### src/hdl/assert_macros.svh
// Concurrent assertion helpers, clocked on clk and quiet during rst.
`ifndef ASSERT_MACROS_SVH
`define ASSERT_MACROS_SVH

// Same-cycle implication.
`define COT_ASSERT_IMPL(lbl, ante, cons) \
  lbl: assert property (@(posedge clk) disable iff (rst) (ante) |-> (cons)) \
    else $error("cigar text assertion failed");

// Next-cycle implication.
`define COT_ASSERT_NEXT(lbl, ante, cons) \
  lbl: assert property (@(posedge clk) disable iff (rst) (ante) |=> (cons)) \
    else $error("cigar text assertion failed");

`endif

### src/hdl/cot_pkg.sv
package cot_pkg;

  localparam int LEN_W       = 28;
  localparam int BCD_DIGITS  = 9;
  localparam int BCD_W       = 4 * BCD_DIGITS;
  localparam int CNT_W       = $clog2(LEN_W);
  localparam int DIG_W       = $clog2(BCD_DIGITS);
  localparam int POS_W       = 16;
  localparam int TEXT_MARGIN = 11;
  localparam logic [POS_W-1:0] BUF_SIZE_RESET = 16'd1024;

  localparam int         NUM_OP_CHARS = 9;
  localparam logic [3:0] OP_CODE_MAX  = 4'd8;
  localparam logic [7:0] CHAR_ZERO    = 8'h30;
  localparam logic [7:0] CHAR_NUL     = 8'h00;

  localparam logic [7:0] OP_CHARS [NUM_OP_CHARS] =
    '{8'h4d, 8'h49, 8'h44, 8'h4e, 8'h53, 8'h48, 8'h50, 8'h3d, 8'h58};

  typedef enum logic [2:0] {
    ST_IDLE,
    ST_CONV,
    ST_EMIT,
    ST_CHR,
    ST_TERM
  } cot_state_t;

  function automatic logic [7:0] op_char(input logic [3:0] code);
    logic [7:0] ch;
    ch = CHAR_NUL;
    if (code <= OP_CODE_MAX) begin
      ch = OP_CHARS[code];
    end
    return ch;
  endfunction

endpackage

### src/hdl/cot_channels.sv
interface cot_op_if;
  logic        valid;
  logic        ready;
  logic        func;
  logic [31:0] op_word;

  modport source (output valid, output func, output op_word, input ready);
  modport sink   (input valid, input func, input op_word, output ready);
endinterface

interface cot_text_if;
  logic       valid;
  logic       ready;
  logic [7:0] out_char;
  logic       last;
  logic       complete;
  logic       bad_op;

  modport source (output valid, output out_char, output last, output complete,
                  output bad_op, input ready);
  modport sink   (input valid, input out_char, input last, input complete,
                  input bad_op, output ready);
endinterface

interface cot_cfg_if;
  logic        valid;
  logic        ready;
  logic [15:0] buffer_size;

  modport source (output valid, output buffer_size, input ready);
  modport sink   (input valid, input buffer_size, output ready);
endinterface

### src/hdl/cigar_ops_to_text.sv
// cigar_ops_to_text: binary CIGAR op words in, SAM-style CIGAR text out.
//
// op_in carries one word per op (func = 0) or an end-of-record mark
// (func = 1). txt_out carries one character per word: the decimal length
// without leading zeros, then the op letter (a zero character and bad_op
// for codes above 8), with last on the letter. End of record gives a zero
// terminator with last and complete (no op dropped), then clears the record.
// cfg writes buffer_size; an op is written only while the character count
// is below buffer_size minus 11, otherwise it is dropped silently.
//
// Sequence: ST_IDLE accepts one op, ST_CONV runs bit-serial binary-to-BCD
// conversion (one length bit per cycle), ST_EMIT gives the digits (one BCD
// digit per cycle while the output register is free, leading zeros skipped
// without output) and ST_CHR the letter. A dropped op stays in ST_IDLE; end
// of record goes through ST_TERM. One item is in work at a time.
// A one-word output register holds each character; when the receiver stalls
// the sequencer holds at its next character until the word is taken.
// Reset (rst, synchronous): buffer_size returns to 1024, the position and the
// dropped flag clear, the output register empties.
`include "assert_macros.svh"

module cigar_ops_to_text (
  input  logic clk,
  input  logic rst,
  cot_op_if.sink     op_in,
  cot_text_if.source txt_out,
  cot_cfg_if.sink    cfg
);
  import cot_pkg::*;

  cot_state_t state, state_next;

  // Conversion datapath
  logic [LEN_W-1:0] len_sr;
  logic [BCD_W-1:0] bcd;
  logic [BCD_W-1:0] bcd_adj;
  logic [CNT_W-1:0] cnt;
  logic [DIG_W-1:0] dig_left;
  logic             started;
  logic [3:0]       code;

  // Record state and configuration
  logic [POS_W-1:0] wp;
  logic             dropped;
  logic [POS_W-1:0] buf_size;

  // Output register
  logic       ov;
  logic [7:0] o_char;
  logic       o_last;
  logic       o_cmp;
  logic       o_bad;

  // Sequencer controls
  logic       slot_free;
  logic       fits;
  logic       take_op;
  logic       do_drop;
  logic       conv_step;
  logic       dig_shift;
  logic       emit;
  logic       clr_rec;
  logic [7:0] e_char;
  logic       e_last;
  logic       e_cmp;
  logic       skip;

  function automatic logic [BCD_W-1:0] bcd_adjust(input logic [BCD_W-1:0] v);
    logic [BCD_W-1:0] r;
    r = v;
    for (int i = 0; i < BCD_DIGITS; i++) begin
      if (v[4*i +: 4] >= 4'd5) begin
        r[4*i +: 4] = v[4*i +: 4] + 4'd3;
      end
    end
    return r;
  endfunction

  // Ready only between items; the register leaves room for the margin.
  assign op_in.ready = (state == ST_IDLE);
  assign cfg.ready   = 1'b1;
  assign slot_free   = !ov || txt_out.ready;
  assign fits        = (buf_size > POS_W'(TEXT_MARGIN)) &&
                       (wp < buf_size - POS_W'(TEXT_MARGIN));
  assign skip        = !started && (bcd[BCD_W-1 -: 4] == 4'd0) && (dig_left != '0);
  assign bcd_adj     = bcd_adjust(bcd);

  always_comb begin
    state_next = state;
    take_op    = 1'b0;
    do_drop    = 1'b0;
    conv_step  = 1'b0;
    dig_shift  = 1'b0;
    emit       = 1'b0;
    clr_rec    = 1'b0;
    e_char     = CHAR_NUL;
    e_last     = 1'b0;
    e_cmp      = 1'b0;
    case (state)
      ST_IDLE: begin
        if (op_in.valid) begin
          if (op_in.func) begin
            state_next = ST_TERM;
          end else if (fits) begin
            take_op    = 1'b1;
            state_next = ST_CONV;
          end else begin
            do_drop = 1'b1;
          end
        end
      end
      ST_CONV: begin
        conv_step = 1'b1;
        if (cnt == CNT_W'(LEN_W - 1)) begin
          state_next = ST_EMIT;
        end
      end
      ST_EMIT: begin
        if (skip) begin
          dig_shift = 1'b1;
        end else if (slot_free) begin
          dig_shift = 1'b1;
          emit      = 1'b1;
          e_char    = CHAR_ZERO + {4'd0, bcd[BCD_W-1 -: 4]};
          if (dig_left == '0) begin
            state_next = ST_CHR;
          end
        end
      end
      ST_CHR: begin
        if (slot_free) begin
          emit       = 1'b1;
          e_char     = op_char(code);
          e_last     = 1'b1;
          state_next = ST_IDLE;
        end
      end
      ST_TERM: begin
        if (slot_free) begin
          emit       = 1'b1;
          e_char     = CHAR_NUL;
          e_last     = 1'b1;
          e_cmp      = !dropped;
          clr_rec    = 1'b1;
          state_next = ST_IDLE;
        end
      end
      default: begin
        state_next = ST_IDLE;
      end
    endcase
  end

  always_ff @(posedge clk) begin
    if (rst) begin
      state <= ST_IDLE;
    end else begin
      state <= state_next;
    end
  end

  // Record state and configuration register
  always_ff @(posedge clk) begin
    if (rst) begin
      wp       <= '0;
      dropped  <= 1'b0;
      buf_size <= BUF_SIZE_RESET;
    end else begin
      if (cfg.valid) begin
        buf_size <= cfg.buffer_size;
      end
      if (clr_rec) begin
        wp      <= '0;
        dropped <= 1'b0;
      end else begin
        if (emit) begin
          wp <= wp + POS_W'(1);
        end
        if (do_drop) begin
          dropped <= 1'b1;
        end
      end
    end
  end

  // Conversion and digit shift registers
  always_ff @(posedge clk) begin
    if (take_op) begin
      len_sr   <= op_in.op_word[31:4];
      code     <= op_in.op_word[3:0];
      bcd      <= '0;
      cnt      <= '0;
      dig_left <= DIG_W'(BCD_DIGITS - 1);
      started  <= 1'b0;
    end else if (conv_step) begin
      // add-3 correction, then shift in the next length bit, MSB first
      bcd    <= {bcd_adj[BCD_W-2:0], len_sr[LEN_W-1]};
      len_sr <= {len_sr[LEN_W-2:0], 1'b0};
      cnt    <= cnt + CNT_W'(1);
    end else if (dig_shift) begin
      bcd      <= {bcd[BCD_W-5:0], 4'd0};
      started  <= started | emit;
      if (dig_left != '0) begin
        dig_left <= dig_left - DIG_W'(1);
      end
    end
  end

  // Output word register
  always_ff @(posedge clk) begin
    if (rst) begin
      ov <= 1'b0;
    end else if (emit) begin
      ov <= 1'b1;
    end else if (txt_out.ready) begin
      ov <= 1'b0;
    end
  end

  always_ff @(posedge clk) begin
    if (emit) begin
      o_char <= e_char;
      o_last <= e_last;
      o_cmp  <= e_cmp;
      o_bad  <= (state != ST_TERM) && (code > OP_CODE_MAX);
    end
  end

  assign txt_out.valid    = ov;
  assign txt_out.out_char = o_char;
  assign txt_out.last     = o_last;
  assign txt_out.complete = o_cmp;
  assign txt_out.bad_op   = o_bad;

  `COT_ASSERT_NEXT(a_conv_to_emit, (state == ST_CONV) && (cnt == CNT_W'(LEN_W - 1)),
    state == ST_EMIT)
  `COT_ASSERT_NEXT(a_drop_marks, op_in.valid && op_in.ready && !op_in.func && !fits,
    dropped && (state == ST_IDLE))
  `COT_ASSERT_IMPL(a_complete_on_term, txt_out.valid && txt_out.complete,
    txt_out.last && (txt_out.out_char == CHAR_NUL) && !txt_out.bad_op)

endmodule

### src/flat_wrapper.sv
// flat-port wrapper written by rule: the top's interface ports become plain ports
module cigar_ops_to_text_flat import cot_pkg::*;
  (clk, rst, op_in_valid, op_in_func, op_in_op_word, op_in_ready, txt_out_valid, txt_out_out_char, txt_out_last, txt_out_complete, txt_out_bad_op, txt_out_ready, cfg_valid, cfg_buffer_size, cfg_ready);
  cot_op_if op_in_i ();
  cot_text_if txt_out_i ();
  cot_cfg_if cfg_i ();
  input  logic clk;
  input  logic rst;
  input wire logic [$bits(op_in_i.valid)-1:0] op_in_valid;
  input wire logic [$bits(op_in_i.func)-1:0] op_in_func;
  input wire logic [$bits(op_in_i.op_word)-1:0] op_in_op_word;
  output wire logic [$bits(op_in_i.ready)-1:0] op_in_ready;
  output wire logic [$bits(txt_out_i.valid)-1:0] txt_out_valid;
  output wire logic [$bits(txt_out_i.out_char)-1:0] txt_out_out_char;
  output wire logic [$bits(txt_out_i.last)-1:0] txt_out_last;
  output wire logic [$bits(txt_out_i.complete)-1:0] txt_out_complete;
  output wire logic [$bits(txt_out_i.bad_op)-1:0] txt_out_bad_op;
  input wire logic [$bits(txt_out_i.ready)-1:0] txt_out_ready;
  input wire logic [$bits(cfg_i.valid)-1:0] cfg_valid;
  input wire logic [$bits(cfg_i.buffer_size)-1:0] cfg_buffer_size;
  output wire logic [$bits(cfg_i.ready)-1:0] cfg_ready;
  assign op_in_i.valid = op_in_valid;
  assign op_in_i.func = op_in_func;
  assign op_in_i.op_word = op_in_op_word;
  assign op_in_ready = op_in_i.ready;
  assign txt_out_valid = txt_out_i.valid;
  assign txt_out_out_char = txt_out_i.out_char;
  assign txt_out_last = txt_out_i.last;
  assign txt_out_complete = txt_out_i.complete;
  assign txt_out_bad_op = txt_out_i.bad_op;
  assign txt_out_i.ready = txt_out_ready;
  assign cfg_i.valid = cfg_valid;
  assign cfg_i.buffer_size = cfg_buffer_size;
  assign cfg_ready = cfg_i.ready;
  cigar_ops_to_text u_core (.clk(clk), .rst(rst), .op_in(op_in_i), .txt_out(txt_out_i), .cfg(cfg_i));
endmodule
### config.mk
export PLATFORM = sky130hd
export DESIGN_NAME = cigar_ops_to_text_flat
export DESIGN_NICKNAME = d
export VERILOG_FILES = /design/src/hdl/cot_pkg.sv /design/src/hdl/cot_channels.sv /design/src/hdl/cigar_ops_to_text.sv /design/src/flat_wrapper.sv
export VERILOG_INCLUDE_DIRS = /design/src /design/src/hdl
export SDC_FILE = /design/constraint.sdc
export NUM_CORES = 1
export LEC_CHECK = 0
export BUFFER_PORTS_ARGS = -buffer_cell sky130_fd_sc_hd__buf_2
export CELL_PAD_IN_SITES_DETAIL_PLACEMENT = 0
export CELL_PAD_IN_SITES_GLOBAL_PLACEMENT = 1
export CORE_AREA = 10 10 156 115
export DETAILED_ROUTE_END_ITERATION = 10
export DIE_AREA = 0 0 166 125
export PLACE_DENSITY_LB_ADDON = 0.1
export SETUP_SLACK_MARGIN = 0.2
export SLEW_MARGIN = 40
export SYNTH_ARGS = -nofsm -noshare
export SYNTH_HDL_FRONTEND = slang
export SYNTH_SLANG_ARGS = --single-unit
### constraint.sdc
create_clock -name clk -period 6.3 [get_ports clk]
set_input_delay 1.575 -clock clk [delete_from_list [all_inputs] [get_ports clk]]
set_output_delay 1.575 -clock clk [all_outputs]
set_load 0.02 [all_outputs]
==> key figures <==
Outcome
  – Status: finished, final reports clean

Timing
  – Worst-Margin Slew: 794 ps
  – Fin. Hold Viols: 0
  – Final setup violation count: 0
  – Setup ws final: 2510 ps
  – Final Critical Period: 3790 ps
  – Unrepaired setup endpoints after global routing: false
  – Sum Neg Setup Slack: 0 ps
  – Fmax: 264 MHz
  – Max Slew Vio Count: 0
  – Worst slew margin: 0.470
  – Period utilization: 0.602
  – Final Skew: 9.64 ps

Yosys
  – Mapped Area: 6750 um^2
  – Cells after synthesis: 723
  – Seq/Total Area, Yosys: 0.433
  – Most common cell in the netlist: nor2_1
  – Synth Warn #: 0
  – #FFs+latches synth: 125
  – EDFF count, synth: 42
  – Dominant register cell in the synthesized netlist: dfxtp_1
  – Top cell type's share of synthesized area: 0.246
  – Synth area leaders: dfxtp_1 (25%), edfxtp_1 (19%), ha_1 (7.8%)
  – Avg Synthesized Cell Area: 9.34 um^2
  – Top cells by count, synth: nor2_1 (84), dfxtp_1 (83), a21oi_1 (48)
  – FFs w/ async S/R, synth: 0
  – Leading area contributor after synthesis: dfxtp_1
  – Syn_nets: 819
  – Cell variety after synth: 51

Routing
  – Post-Route WL: 15.8 mm
  – DRT Pass-1 Iters: 4
  – Initial DRC count: 264
  – Avg Vias per Cell: 5.42
  – Total number of vias: 5337
  – WL per Instance: 16.0 um
  – DRC errors left: 0
  – Final antenna-violating net count: 0

Die
  – Die area: 20800 um^2
  – Initial Utilization: 0.448
  – Die span in x: 166 um
  – # rows: 38
  – Core area: 15100 um^2
  – Die Ht: 125 um
  – IO Pins: 68

Critical path
  – Crit path kind: flop to flop
  – WP data required: 6380 ps
  – Crit path max fanout: 35
  – CP startpoint kind: flop
  – Arr. time, crit path: 3870 ps
  – CP endpoint kind: flop

CTS
  – Hold_buf cts: 0
  – H-tree depth: 4
  – Post-CTS Setup Inserts: 0
  – Clock Latency Late Sink: 430 ps
  – CTS tree: built
  – Clock slew at reported path FFs: 60 ps
  – CTS Buf Count: 17
  – CTS root buf: clkbuf_16
  – Clk sinks: 125
  – Max clock buf depth: 2
  – Cts repair resizes: 0

Placement
  – Post-detail-place hpwl: 11.2 mm
  – Final GP Congestion: 0.790
  – Pre-CTS WS: 2040 ps
  – I/O Buffers: 65

Flow run
  – Max Cap Viol: 0

Global route
  – Total Routing Usage GR: 0.150
  – Vias in the first global route: 4978
  – Largest net degree at the start of global routing: 36
  – Antenna violations before repair: 1
  – Gr ovfl total: 0
  – First-pass GRT wire length: 25.9 mm

Pwr
  – Sw Share: 0.363
  – Int Power: 2.20 mW
  – Leakage: 3.08 nW
  – Sequential Power Share: 0.374
  – Total power: 3.46 mW
  – Comb power frac: 0.334
  – Clock power share: 0.293
  – Net Sw Power: 1.26 mW
  – Cell Pwr Density: 440 nW/um^2
  – Maximum resistive drop on vdd: 0.180 mV

Final layout
  – Multi-input combinational cell area: 3530 um^2
  – Layout cells sized above 1: 0.180
  – Synthesis-to-layout area growth: 16.4%
  – Register area: 2920 um^2
  – Layout fillers: 1375
  – Nets: 867

Min path
  – Worst hold path type: flop to flop
## logic make-up (layout without fill, tap and decap cells)
group | after synthesis | count (layout) | share of synthesized area
other | 2 | 3 | 0.00111
buffers and inverters | 81 | 142 | 0.0473
adders and majority gates | 42 | 42 | 0.0778
muxes | 47 | 47 | 0.0751
AOI/OAI and AO/OA | 170 | 170 | 0.163
DFF | 125 | 125 | 0.433
xor gates and xnor gates | 42 | 42 | 0.0545
and+or+nand+nor | 214 | 214 | 0.149
## path summary, 6_finish.rpt
path / start / depth (start not counted) / endpoint / slack, ps
worst max-delay path: u_core.buf_size[0]$_SDFFE_PP0P_ / 13 / u_core.code[0]$_DFFE_PP_ / 2510
worst min-delay path: u_core.started$_SDFFE_PP0P_ / 2 / u_core.started$_SDFFE_PP0P_ / 460
worst max register to register: u_core.buf_size[0]$_SDFFE_PP0P_ / 13 / u_core.code[0]$_DFFE_PP_ / 2510
worst min register to register: u_core.started$_SDFFE_PP0P_ / 2 / u_core.started$_SDFFE_PP0P_ / 460
## power by group through the flow
stage,logic [mW],registers [mW],clock network [mW]
2_1_floorplan,0.922,1.24,0
3_3_place_gp,1.11,1.30,0
3_5_place_dp,1.15,1.30,0
5_1_grt,1.30,1.32,1.07
4_1_cts,1.16,1.29,1.03
6_report,1.15,1.29,1.01
## final cells by class
class,count,area share
clock buffer,17,0.0541
clock inverter,15,0.0234
tap,200,0.0318
timing repair buffer,73,0.0516
sequential,125,0.372
antenna,1,0.000318
inverter,37,0.0177
multi-input combinational,517,0.449
## metrics by stage
stage	instance area (um^2)	hold slack [ps]	cells	util
floorplan	6750	436	723	-
global placement	7220	447	951	0.479
detailed placement	7250	454	952	0.481
CTS	7860	463	984	0.521
global route	7860	478	984	0.521
finish	7860	458	985	0.522
## layer usage
metal  part of all wire  track usage
met5                  0            0
met4              0.010       0.0515
met3              0.050       0.0482
met2               0.39        0.193
met1               0.55        0.225
## layout by cell type (no fill, tap or decap), drive strengths merged, types with 16 or more instances in the layout
master / instances
nor2: 84
dfxtp: 83
buf: 73
a21oi: 48
nand2: 44
inv: 43
ha: 42
edfxtp: 42
o21ai: 35
xnor2: 29
mux2: 29
nor3: 21
mux2i: 18
clkbuf: 17
a211oi: 17
a31oi: 16
## state kept, by name, indices dropped and copies added (netlist names), 3 cells and up
| name | count |
|---|---|
| u_core.code | 4 |
| u_core.dig_left | 4 |
| u_core.state | 3 |
| u_core.cnt | 5 |
| u_core.txt_out.out_char | 7 |
| u_core.buf_size | 16 |
| u_core.wp | 16 |
| u_core.len_sr | 28 |
| u_core.bcd | 36 |
## worst max-delay path, stage by stage (launching register included)
cell and delay (ps):
dfxtp_1 340, ha_1 230, o21ai_0 390, nand2_1 220
nor3_1 210, xnor2_1 100, ha_1 200, a211o_1 300
o211ai_1 100, o21a_1 150, o211ai_1 90, buf_4 210
nor2_4 410, buf_4 480
No activity file was read; power rests on OpenSTA's default activity.
